$ cat config.mk
export PLATFORM = sky130hd
export DESIGN_NAME = sliding_window_dilation_1d_flat
export DESIGN_NICKNAME = d
export VERILOG_FILES = /design/src/hw/rtl/swd_pkg.sv /design/src/hw/rtl/swd_if.sv /design/src/hw/rtl/swd_front.sv /design/src/hw/rtl/swd_queue.sv /design/src/hw/rtl/swd_seq.sv /design/src/hw/rtl/swd_reduce.sv /design/src/hw/rtl/sliding_window_dilation_1d.sv /design/src/flat_wrapper.sv
export VERILOG_INCLUDE_DIRS = /design/src /design/src/hw/rtl
export SDC_FILE = /design/constraint.sdc
export NUM_CORES = 2
export LEC_CHECK = 0
export CORE_MARGIN = 2
export CORE_UTILIZATION = 55
export CTS_CLUSTER_DIAMETER = 30
export CTS_CLUSTER_SIZE = 8
export DETAILED_ROUTE_END_ITERATION = 6
export DONT_BUFFER_PORTS = 1
export GPL_ROUTABILITY_DRIVEN = 0
export PLACE_DENSITY_LB_ADDON = 0.25
export SYNTH_ARGS = -nofsm -noshare
export SYNTH_HDL_FRONTEND = slang
export SYNTH_SLANG_ARGS = --single-unit
$ cat constraint.sdc
create_clock -name clk -period 48.2 [get_ports clk]
set_input_delay 2.41 -clock clk [delete_from_list [all_inputs] [get_ports clk]]
set_output_delay 2.41 -clock clk [all_outputs]
set_load 0.02 [all_outputs]
$ cat src/hw/rtl/sliding_window_dilation_1d_assert.svh
// Assertion macros for the sliding window dilation block.
// Expects signals named clk and rst_n in the scope where a macro is used.
`ifndef SLIDING_WINDOW_DILATION_1D_ASSERT_SVH
`define SLIDING_WINDOW_DILATION_1D_ASSERT_SVH

// Same-cycle implication, disabled during reset.
`define SWD_ASSERT_IMPLIES(name, ante, cons, msg) \
    name: assert property (@(posedge clk) disable iff (!rst_n) (ante) |-> (cons)) \
        else $error(msg);

// Next-cycle implication, disabled during reset.
`define SWD_ASSERT_NEXT(name, ante, cons, msg) \
    name: assert property (@(posedge clk) disable iff (!rst_n) (ante) |=> (cons)) \
        else $error(msg);

`endif

$ cat src/hw/rtl/swd_pkg.sv
// Shared constants, codes and types of the sliding window dilation block.
// No dependencies; every other file of the block but the assertion header imports it.
package swd_pkg;

    localparam int K_MAX          = 31;
    localparam int PIXEL_BITS     = 8;
    localparam int RADIUS_BITS    = 5;
    localparam int CFG_DATA_BITS  = 8;
    localparam int CFG_INDEX_BITS = 2;
    localparam int COUNT_BITS     = 16;
    localparam logic [COUNT_BITS-1:0] COUNT_LIMIT = '1;

    // Shift line holds the 2*K_MAX+1 newest samples of the image.
    localparam int TAPS        = 2 * K_MAX + 1;
    localparam int TAP_BITS    = $clog2(TAPS + 1);
    // 4-ary reduction tree: taps plus one pad leaf, padded up to a power of four.
    localparam int TREE_LEVELS = ($clog2(TAPS + 1) + 1) / 2;
    localparam int LEAVES      = 1 << (2 * TREE_LEVELS);
    localparam int NODES       = (LEAVES - 1) / 3;

    localparam int QDEPTH    = 4;
    localparam int QPTR_BITS = $clog2(QDEPTH);

    typedef enum logic [CFG_INDEX_BITS-1:0] {
        CFG_RADIUS       = 2'd0,
        CFG_COMBINE_MODE = 2'd1,
        CFG_PAD_VALUE    = 2'd2
    } cfg_index_t;

    typedef enum logic {
        MODE_MAX = 1'b0,
        MODE_MIN = 1'b1
    } combine_mode_t;

    typedef struct packed {
        logic [RADIUS_BITS-1:0] radius;
        combine_mode_t          mode;
        logic [PIXEL_BITS-1:0]  pad;
    } swd_cfg_t;

    // One classified sample as it travels from the front to the back.
    typedef struct packed {
        logic [PIXEL_BITS-1:0]  pixel;
        logic                   last;
        logic [TAP_BITS-1:0]    pos_tap;     // sample index, saturated at TAPS
        logic                   main;        // a centered result is due
        logic                   flush;       // flushed results follow
        logic [RADIUS_BITS-1:0] flush_start; // lag of the first flushed result
    } swd_cmd_t;

    typedef struct packed {
        logic [QPTR_BITS:0] count;
        logic               full;
        logic               empty;
    } swd_qstat_t;

    // One window evaluation: taps 0..lim take part, pad leaf optional.
    typedef struct packed {
        logic                valid;
        logic [TAP_BITS-1:0] lim;
        logic                pad;
        logic                last;
    } swd_req_t;

endpackage

$ cat src/hw/rtl/swd_if.sv
// Stream channel interfaces for samples in and results out.
// Depends on swd_pkg for the pixel width.
interface swd_in_if import swd_pkg::*; ();
    logic                  valid;
    logic                  ready;
    logic [PIXEL_BITS-1:0] pixel_in;
    logic                  last_in;

    modport source (output valid, output pixel_in, output last_in, input ready);
    modport sink   (input valid, input pixel_in, input last_in, output ready);
endinterface

interface swd_out_if import swd_pkg::*; ();
    logic                  valid;
    logic                  ready;
    logic [PIXEL_BITS-1:0] pixel_out;
    logic                  last_out;

    modport source (output valid, output pixel_out, output last_out, input ready);
    modport sink   (input valid, input pixel_out, input last_out, output ready);
endinterface

$ cat src/hw/rtl/swd_front.sv
// Front end: accepts sample beats, tracks the position in the image and
// classifies each sample into a command. Depends on swd_pkg and swd_in_if.
module swd_front import swd_pkg::*;
(
    input  logic        clk,
    input  logic        rst_n,
    swd_in_if.sink      samples,
    input  swd_cfg_t    cfg,
    input  logic        q_full,
    output logic        push,
    output swd_cmd_t    cmd
);

    logic [COUNT_BITS-1:0]  count_reg;
    logic [COUNT_BITS-1:0]  count_next;
    logic [COUNT_BITS-1:0]  pos;
    logic [RADIUS_BITS-1:0] k;
    logic                   has_main;

    assign samples.ready = !q_full;
    assign push          = samples.valid && !q_full;

    always_comb
    begin
        k = (cfg.radius > RADIUS_BITS'(K_MAX)) ? RADIUS_BITS'(K_MAX) : cfg.radius;
        // index of this sample; the count saturates, so does the index
        pos      = (count_reg == COUNT_LIMIT) ? COUNT_LIMIT - 1'b1 : count_reg;
        has_main = pos >= COUNT_BITS'(k);

        cmd.pixel       = samples.pixel_in;
        cmd.last        = samples.last_in;
        cmd.pos_tap     = (pos >= COUNT_BITS'(TAPS)) ? TAP_BITS'(TAPS) : pos[TAP_BITS-1:0];
        cmd.main        = has_main;
        cmd.flush       = samples.last_in && (!has_main || k != '0);
        // short image: pos < k, so it fits the radius width
        cmd.flush_start = has_main ? k - 1'b1 : pos[RADIUS_BITS-1:0];

        count_next = count_reg;
        if (push)
        begin
            if (samples.last_in)
                count_next = '0;
            else if (count_reg != COUNT_LIMIT)
                count_next = count_reg + 1'b1;
        end
    end

    always_ff @(posedge clk or negedge rst_n)
    begin
        if (!rst_n)
            count_reg <= '0;
        else
            count_reg <= count_next;
    end

endmodule

$ cat src/hw/rtl/swd_queue.sv
// Short command queue between front and back end.
// Depends on swd_pkg for the command type and depth.
module swd_queue import swd_pkg::*;
(
    input  logic       clk,
    input  logic       rst_n,
    input  logic       push,
    input  swd_cmd_t   push_cmd,
    input  logic       pop,
    output swd_cmd_t   head,
    output swd_qstat_t stat
);

    swd_cmd_t             slot_reg [QDEPTH];
    logic [QPTR_BITS-1:0] wr_ptr_reg;
    logic [QPTR_BITS-1:0] rd_ptr_reg;
    logic [QPTR_BITS:0]   count_reg;

    function automatic logic [QPTR_BITS-1:0] bump(input logic [QPTR_BITS-1:0] ptr);
        return (ptr == QPTR_BITS'(QDEPTH - 1)) ? '0 : ptr + 1'b1;
    endfunction

    assign head       = slot_reg[rd_ptr_reg];
    assign stat.count = count_reg;
    assign stat.full  = count_reg == (QPTR_BITS + 1)'(QDEPTH);
    assign stat.empty = count_reg == '0;

    always_ff @(posedge clk)
    begin
        if (push)
            slot_reg[wr_ptr_reg] <= push_cmd;
    end

    always_ff @(posedge clk or negedge rst_n)
    begin
        if (!rst_n)
        begin
            wr_ptr_reg <= '0;
            rd_ptr_reg <= '0;
            count_reg  <= '0;
        end
        else
        begin
            if (push)
                wr_ptr_reg <= bump(wr_ptr_reg);
            if (pop)
                rd_ptr_reg <= bump(rd_ptr_reg);
            unique case ({push, pop})
                2'b10:   count_reg <= count_reg + 1'b1;
                2'b01:   count_reg <= count_reg - 1'b1;
                default: count_reg <= count_reg;
            endcase
        end
    end

endmodule

$ cat src/hw/rtl/swd_seq.sv
// Back end issue sequencer: pops commands, shifts samples into the tap line
// and issues one window request per cycle while adv is high. Depends on swd_pkg.
module swd_seq import swd_pkg::*;
(
    input  logic                  clk,
    input  logic                  rst_n,
    input  swd_cfg_t              cfg,
    input  swd_cmd_t              head,
    input  swd_qstat_t            qstat,
    input  logic                  adv,
    output logic                  pop,
    output swd_req_t              req,
    output logic [PIXEL_BITS-1:0] taps [TAPS]
);

    logic [PIXEL_BITS-1:0]  taps_reg [TAPS];
    logic                   cur_valid_reg;
    logic                   cur_last_reg;
    logic [TAP_BITS-1:0]    cur_pos_reg;
    logic                   main_pend_reg;
    logic                   flush_pend_reg;
    logic [RADIUS_BITS-1:0] lag_reg;

    logic [RADIUS_BITS-1:0] k;
    logic                   issue_main;
    logic                   issue_flush;
    logic [TAP_BITS-1:0]    hi;
    logic                   final_issue;
    logic                   done_now;

    always_comb
    begin
        k           = (cfg.radius > RADIUS_BITS'(K_MAX)) ? RADIUS_BITS'(K_MAX) : cfg.radius;
        issue_main  = cur_valid_reg && main_pend_reg;
        issue_flush = cur_valid_reg && !main_pend_reg && flush_pend_reg;
        // far end of the window, counted back from the newest tap
        hi = issue_main ? TAP_BITS'(k) + TAP_BITS'(k) : TAP_BITS'(lag_reg) + TAP_BITS'(k);

        req.valid = issue_main || issue_flush;
        req.lim   = (hi < cur_pos_reg) ? hi : cur_pos_reg;
        req.pad   = issue_main ? (hi > cur_pos_reg) : 1'b1;
        req.last  = issue_main ? (cur_last_reg && k == '0) : (lag_reg == '0);

        final_issue = issue_main ? !flush_pend_reg : (lag_reg == '0);
        done_now    = !cur_valid_reg || !(main_pend_reg || flush_pend_reg) || final_issue;
        pop         = adv && done_now && !qstat.empty;
    end

    assign taps = taps_reg;

    always_ff @(posedge clk)
    begin
        if (pop)
        begin
            taps_reg[0] <= head.pixel;
            for (int j = 1; j < TAPS; j++)
                taps_reg[j] <= taps_reg[j-1];
        end
    end

    always_ff @(posedge clk or negedge rst_n)
    begin
        if (!rst_n)
        begin
            cur_valid_reg  <= 1'b0;
            cur_last_reg   <= 1'b0;
            cur_pos_reg    <= '0;
            main_pend_reg  <= 1'b0;
            flush_pend_reg <= 1'b0;
            lag_reg        <= '0;
        end
        else if (adv)
        begin
            priority if (pop)
            begin
                cur_valid_reg  <= 1'b1;
                cur_last_reg   <= head.last;
                cur_pos_reg    <= head.pos_tap;
                main_pend_reg  <= head.main;
                flush_pend_reg <= head.flush;
                lag_reg        <= head.flush_start;
            end
            else if (done_now)
            begin
                cur_valid_reg  <= 1'b0;
                main_pend_reg  <= 1'b0;
                flush_pend_reg <= 1'b0;
            end
            else if (issue_main)
                main_pend_reg <= 1'b0;
            else if (issue_flush)
                lag_reg <= lag_reg - 1'b1;
        end
    end

endmodule

$ cat src/hw/rtl/swd_reduce.sv
// Back end reduction: masks the taps into leaves and combines them through
// a registered 4-ary tree into the result beat. Depends on swd_pkg, swd_out_if.
module swd_reduce import swd_pkg::*;
(
    input  logic                  clk,
    input  logic                  rst_n,
    input  swd_cfg_t              cfg,
    input  swd_req_t              req,
    input  logic [PIXEL_BITS-1:0] taps [TAPS],
    output logic                  adv,
    swd_out_if.source             results
);

    logic [PIXEL_BITS-1:0] tree_reg [NODES + LEAVES];
    logic [PIXEL_BITS-1:0] leaf_next [LEAVES];
    logic [TREE_LEVELS:0]  valid_pipe_reg;
    logic [TREE_LEVELS:0]  last_pipe_reg;
    logic [PIXEL_BITS-1:0] ident;

    function automatic logic [PIXEL_BITS-1:0] pick2(
        input logic [PIXEL_BITS-1:0] a,
        input logic [PIXEL_BITS-1:0] b,
        input combine_mode_t         mode
    );
        if (mode == MODE_MIN)
            return (a < b) ? a : b;
        return (a > b) ? a : b;
    endfunction

    function automatic logic [PIXEL_BITS-1:0] pick4(
        input logic [PIXEL_BITS-1:0] a,
        input logic [PIXEL_BITS-1:0] b,
        input logic [PIXEL_BITS-1:0] c,
        input logic [PIXEL_BITS-1:0] d,
        input combine_mode_t         mode
    );
        return pick2(pick2(a, b, mode), pick2(c, d, mode), mode);
    endfunction

    // whole pipeline moves together; hold everything while a result waits
    assign adv = !valid_pipe_reg[TREE_LEVELS] || results.ready;

    assign results.valid     = valid_pipe_reg[TREE_LEVELS];
    assign results.pixel_out = tree_reg[0];
    assign results.last_out  = last_pipe_reg[TREE_LEVELS];

    always_comb
    begin
        ident = (cfg.mode == MODE_MIN) ? '1 : '0;
        for (int j = 0; j < LEAVES; j++)
        begin
            if (j < TAPS)
                leaf_next[j] = (TAP_BITS'(j) <= req.lim) ? taps[j] : ident;
            else if (j == TAPS)
                leaf_next[j] = req.pad ? cfg.pad : ident;
            else
                leaf_next[j] = ident;
        end
    end

    always_ff @(posedge clk)
    begin
        if (adv)
        begin
            for (int i = 0; i < NODES; i++)
                tree_reg[i] <= pick4(tree_reg[4*i+1], tree_reg[4*i+2],
                                     tree_reg[4*i+3], tree_reg[4*i+4], cfg.mode);
            for (int j = 0; j < LEAVES; j++)
                tree_reg[NODES+j] <= leaf_next[j];
            last_pipe_reg <= {last_pipe_reg[TREE_LEVELS-1:0], req.last};
        end
    end

    always_ff @(posedge clk or negedge rst_n)
    begin
        if (!rst_n)
            valid_pipe_reg <= '0;
        else if (adv)
            valid_pipe_reg <= {valid_pipe_reg[TREE_LEVELS-1:0], req.valid};
    end

endmodule

$ cat src/hw/rtl/sliding_window_dilation_1d.sv
// Centered running max/min filter over a raster pixel stream. The block takes
// one sample beat per clock while its command queue has room and gives one
// result beat per clock while the output is ready; each result is the maximum
// (or minimum) over 2k+1 samples around the sample k positions back, with the
// pad value standing in, once, for window samples outside the image. A sample
// marked last flushes the pending results, which the issue sequencer sends one
// per cycle while the back end advances, so that sample holds the back end
// while the four-entry command queue keeps taking samples. Each
// result beat passes the queue, issue and leaf registers and three tree levels.
// Configure only while the block is idle.
`include "sliding_window_dilation_1d_assert.svh"

module sliding_window_dilation_1d import swd_pkg::*;
(
    input  logic                      clk,
    input  logic                      rst_n,
    swd_in_if.sink                    samples,
    swd_out_if.source                 results,
    input  logic                      cfg_we,
    input  logic [CFG_INDEX_BITS-1:0] cfg_index,
    input  logic [CFG_DATA_BITS-1:0]  cfg_data
);

    logic [RADIUS_BITS-1:0] radius_reg;
    combine_mode_t          mode_reg;
    logic [PIXEL_BITS-1:0]  pad_reg;
    swd_cfg_t               cfg;

    logic                   push;
    logic                   seq_pop;
    logic                   adv;
    swd_cmd_t               push_cmd;
    swd_cmd_t               head;
    swd_qstat_t             q_stat;
    swd_req_t               req;
    logic [PIXEL_BITS-1:0]  taps [TAPS];
    logic [TAP_BITS-1:0]    span_max;

    assign cfg.radius = radius_reg;
    assign cfg.mode   = mode_reg;
    assign cfg.pad    = pad_reg;

    assign span_max = TAP_BITS'(radius_reg) + TAP_BITS'(radius_reg);

    always_ff @(posedge clk or negedge rst_n)
    begin
        if (!rst_n)
        begin
            radius_reg <= RADIUS_BITS'(1);
            mode_reg   <= MODE_MAX;
            pad_reg    <= '0;
        end
        else if (cfg_we)
        begin
            unique case (cfg_index)
                CFG_RADIUS:       radius_reg <= cfg_data[RADIUS_BITS-1:0];
                CFG_COMBINE_MODE: mode_reg   <= combine_mode_t'(cfg_data[0]);
                CFG_PAD_VALUE:    pad_reg    <= cfg_data[PIXEL_BITS-1:0];
                default:          ;
            endcase
        end
    end

    swd_front u_front (
        .clk     (clk),
        .rst_n   (rst_n),
        .samples (samples),
        .cfg     (cfg),
        .q_full  (q_stat.full),
        .push    (push),
        .cmd     (push_cmd)
    );

    swd_queue u_queue (
        .clk      (clk),
        .rst_n    (rst_n),
        .push     (push),
        .push_cmd (push_cmd),
        .pop      (seq_pop),
        .head     (head),
        .stat     (q_stat)
    );

    swd_seq u_seq (
        .clk   (clk),
        .rst_n (rst_n),
        .cfg   (cfg),
        .head  (head),
        .qstat (q_stat),
        .adv   (adv),
        .pop   (seq_pop),
        .req   (req),
        .taps  (taps)
    );

    swd_reduce u_reduce (
        .clk     (clk),
        .rst_n   (rst_n),
        .cfg     (cfg),
        .req     (req),
        .taps    (taps),
        .adv     (adv),
        .results (results)
    );

    `SWD_ASSERT_IMPLIES(a_pop_nonempty, seq_pop, !q_stat.empty, "command pop from empty queue")
    `SWD_ASSERT_IMPLIES(a_queue_bound, 1'b1, q_stat.count <= (QPTR_BITS + 1)'(QDEPTH), "queue overrun")
    `SWD_ASSERT_NEXT(a_full_holds, q_stat.full && !seq_pop, q_stat.full, "full queue lost an entry")
    `SWD_ASSERT_IMPLIES(a_window_span, req.valid, req.lim <= span_max, "window wider than 2k+1")

endmodule
$ cat src/flat_wrapper.sv
// flat-port wrapper written by rule: the top's interface ports become plain ports
module sliding_window_dilation_1d_flat import swd_pkg::*;
  (clk, rst_n, cfg_we, cfg_index, cfg_data, samples_valid, samples_pixel_in, samples_last_in, samples_ready, results_valid, results_pixel_out, results_last_out, results_ready);
  swd_in_if samples_i ();
  swd_out_if results_i ();
  input  logic clk;
  input  logic rst_n;
  input  logic cfg_we;
  input  logic [CFG_INDEX_BITS-1:0] cfg_index;
  input  logic [CFG_DATA_BITS-1:0] cfg_data;
  input wire logic [$bits(samples_i.valid)-1:0] samples_valid;
  input wire logic [$bits(samples_i.pixel_in)-1:0] samples_pixel_in;
  input wire logic [$bits(samples_i.last_in)-1:0] samples_last_in;
  output wire logic [$bits(samples_i.ready)-1:0] samples_ready;
  output wire logic [$bits(results_i.valid)-1:0] results_valid;
  output wire logic [$bits(results_i.pixel_out)-1:0] results_pixel_out;
  output wire logic [$bits(results_i.last_out)-1:0] results_last_out;
  input wire logic [$bits(results_i.ready)-1:0] results_ready;
  assign samples_i.valid = samples_valid;
  assign samples_i.pixel_in = samples_pixel_in;
  assign samples_i.last_in = samples_last_in;
  assign samples_ready = samples_i.ready;
  assign results_valid = results_i.valid;
  assign results_pixel_out = results_i.pixel_out;
  assign results_last_out = results_i.last_out;
  assign results_i.ready = results_ready;
  sliding_window_dilation_1d u_core (.clk(clk), .rst_n(rst_n), .samples(samples_i), .results(results_i), .cfg_we(cfg_we), .cfg_index(cfg_index), .cfg_data(cfg_data));
endmodule
==> run_results.csv <==
group,metric,value,unit
job,cap_violations,0,
worst_setup_path,setup.worst_path.end_class,"flop",
yosys,synth_edf_count,1276,
worst_setup_path,max_stage_delay,0.70,ns
drt,drt-initial-drc-count,3262,
yosys,ys_top_cells_by_area,"edfxtp_1 (57%), ha_1 (9.8%), mux2i_1 (7.8%), inv_1 (3.6%), mux2_2 (3.3%)",
yosys,syn-num-nets,5589,
clock_tree,ctsResizeCount,0,
worst_setup_path,cp_data_required_time,48.82,ns
timing,rsz0062_at_grt,"no",
worst_hold_path,hold_path_class,"flop to flop",
worst_setup_path,cp_data_arrival_time,7.72,ns
clock_tree,cts_buffer_depth,4,
global_route,grt.overflow.total,0,
timing,fin_hold_ws,0.4051,ns
finish,num-nets-final,5752,
clock_tree,clkTransAtPathRegs,0.05,ns
drt,firstDrtPassIters,7,
global_route,grt_first_pass_wirelength,226.2,mm
timing,setup_viol_count_final,0,
timing,fin_crit_sh,14.72,%
finish,n_fill_cell,8751,
finish,area_delta_synth_final,16.19,%
global_route,antenna_found_initial,2,
timing,fmax,141.0,MHz
yosys,syn_inst,5035,
clock_tree,numCtsBuffers,292,
yosys,yosys.area.top_type,"edfxtp_1",
floorplan,ios,35,
yosys,ys.flop_type,"edfxtp_1",
clock_tree,clock_sinks,1332,
placement,io_buffer_count,0,
clock_tree,cts_tree,"yes",
timing,hold_viol_final,0,
timing,drv_slew,0,
worst_setup_path,crit_path_top_delay_cell,"or3_2",
worst_setup_path,cp-start-kind,"flop",
clock_tree,ctsHoldBuffers,0,
drt,routedWlPerCell,20.84,um
clock_tree,cts_root_buffer,"clkbuf_16",
clock_tree,post_cts_buffers,0,
run_status,violations,"design-rule violations",
yosys,ys_types,98,
drt,vias,40440,
drt,ant_nets,0,
floorplan,rows,128,
yosys,yosysTopAreaCellShare,57.11,%
run_status,status,"finished with violations",
yosys,yosysMostFrequentCell,"edfxtp_1",
yosys,syn-cell-area,67100,sq um
floorplan,start_util,55.27,%
drt,drc_errors,1,
yosys,synth_seq_cells,1332,
placement,place_hpwl,99.55,mm
drt,via_per_inst,5.763,
global_route,grt.total_usage,23.35,%
floorplan,dieHeight,353.3,um
finish,diodes,0,
timing,finalCriticalPeriod,7.094,ns
timing,skew,0.06899,ns
timing,slew_headroom,9.001,%
global_route,grt_max_degree,168,
global_route,grt_pass1_vias,40870,
yosys,synth_common_cells,"edfxtp_1 (1276), inv_1 (643), ha_1 (528)",
yosys,avgSynthCellArea,13.33,sq um
yosys,synth_async_sr_flop_share,4.204,%
finish,final_layout_size_suffix_gt1_share,14.61,%
timing,tns,0,ns
floorplan,die_w,353.3,um
floorplan,dieArea,124800,sq um
timing,worst_pin_slew,1.356,ns
worst_setup_path,crit_type,"flop to flop",
finish,largest_reg_flops,680,
drt,wl,146.2,mm
worst_setup_path,path_cells,"nand2_1 -> mux2_2 -> ha_1 -> fa_1 -> a21o_1 -> a21oi_2 -> xor2_2 -> inv_2 -> ha_1 -> a21oi_2 -> a21boi_2 -> or3_2 -> buf_4 -> o21ai_4 -> nand2_2 -> nor3_4 -> mux2_2",
clock_tree,htree_levels,5,
yosys,yosysWarnings,0,
clock_tree,clk_latency,0.88,ns
yosys,synth.yosys.seq_area_share,59.20,%
worst_setup_path,worst-path-max-fanout,35,
floorplan,core_area,121400,sq um
==> critical path: cells and delay by family, from the launching register on <==
kind	cells	cell delay [ns]
compound gates	5	0.98
xor+xnor	1	0.58
simple gates	4	2.39
mux	2	0.82
flops	1	0.43
fa+ha+maj	3	1.05
buf+inv	2	0.57
==> stage by stage <==
step | utilization, % | cell area (sq um) | setup WS (ns) | std cells
detailed placement | 56.58 | 68680 | 41.07 | 6529
finish | 64.22 | 77960 | 41.11 | 7017
global route | 64.22 | 77960 | 40.73 | 7017
floorplan | - | 67100 | 17.55 | 5035
global placement | 56.58 | 68680 | 41.18 | 6529
CTS | 64.22 | 77960 | 41.17 | 7017
==> layer usage <==
metal / part of all wire [%] / track usage (%) / routed length [um] / up-vias
met5: 0 / 0 / 0 / -
met4: 3.5 / 9.634 / 5099 / 0
met3: 6.6 / 5.628 / 9718 / 322
met2: 47 / 37.32 / 68250 / 1225
met1: 43 / 30.72 / 63150 / 19770
li1: - / - / - / 19120
==> worst paths after layout <==
check | startpoint | end | slack (ns) | cells after the start
max | u_core.u_seq.cur_valid_reg$_DFFE_PN0P_ | u_core.u_reduce.tree_reg[0][215]$_DFFE_PN_ | 41.11 | 17
min | u_core.u_seq.taps[177]$_DFFE_PP_ | u_core.u_seq.taps[169]$_DFFE_PP_ | 0.41 | 0
max reg2reg | u_core.u_seq.cur_valid_reg$_DFFE_PN0P_ | u_core.u_reduce.tree_reg[0][215]$_DFFE_PN_ | 41.11 | 17
min reg2reg | u_core.u_seq.taps[177]$_DFFE_PP_ | u_core.u_seq.taps[169]$_DFFE_PP_ | 0.41 | 0
max in group asynchronous | rst_n | u_core.radius_reg[0]$_DFFE_PN1P_ | 46.75 | 0
min in group asynchronous | rst_n | u_core.u_seq.lag_reg[0]$_DFFE_PN0P_ | 1.25 | 0
==> cell families (layout without fill, tap and decap cells) <==
logic type	Yosys count	in the layout	share of synthesized area, %
DFF	1332	1332	59.20
AOI/OAI and AO/OA	856	856	8.254
buffers and inverters	814	1171	4.772
muxes	753	753	12.14
and+or+nand+nor	728	728	5.430
adders and majority gates	530	530	9.906
xor gates and xnor gates	22	22	0.2984
==> cells in the final DEF, fill, tap and decap left out, types with 11 or more instances in the layout <==
cell,n
a2111oi_0,40
a211oi_1,21
a21o_1,121
a21oi_1,192
a21oi_2,11
a31o_2,48
and3_1,13
buf_4,33
bufinv_16,28
clkbuf_1,51
clkbuf_16,302
clkinv_1,31
clkinv_2,27
clkinv_4,19
clkinvlp_4,21
dfrtp_1,54
edfxtp_1,1276
ha_1,528
inv_1,643
mux2_2,195
mux2i_1,522
mux4_2,22
nand2_1,276
nand3_1,65
nand3b_1,11
nand4_1,131
nor2_1,93
nor2b_1,65
nor3_1,17
o211ai_1,57
o21ai_0,275
o21ai_1,13
xnor2_1,11
==> layout make-up <==
cell class | count | area, sq um | share of cell area (%)
Multi-Input combinational cell | 2889 | 24210 | 31.05
Timing Repair Buffer | 34 | 267.8 | 0.3435
Clock buffer | 358 | 7818 | 10.03
Clock inverter | 130 | 1459 | 1.871
Inverter | 649 | 2451 | 3.144
Sequential cell | 1332 | 39720 | 50.95
Tap cell | 1625 | 2033 | 2.608
Power is left out: the tool's default activity adds up to more than one toggle a clock period on the data nets, which glitch-free logic cannot reach.
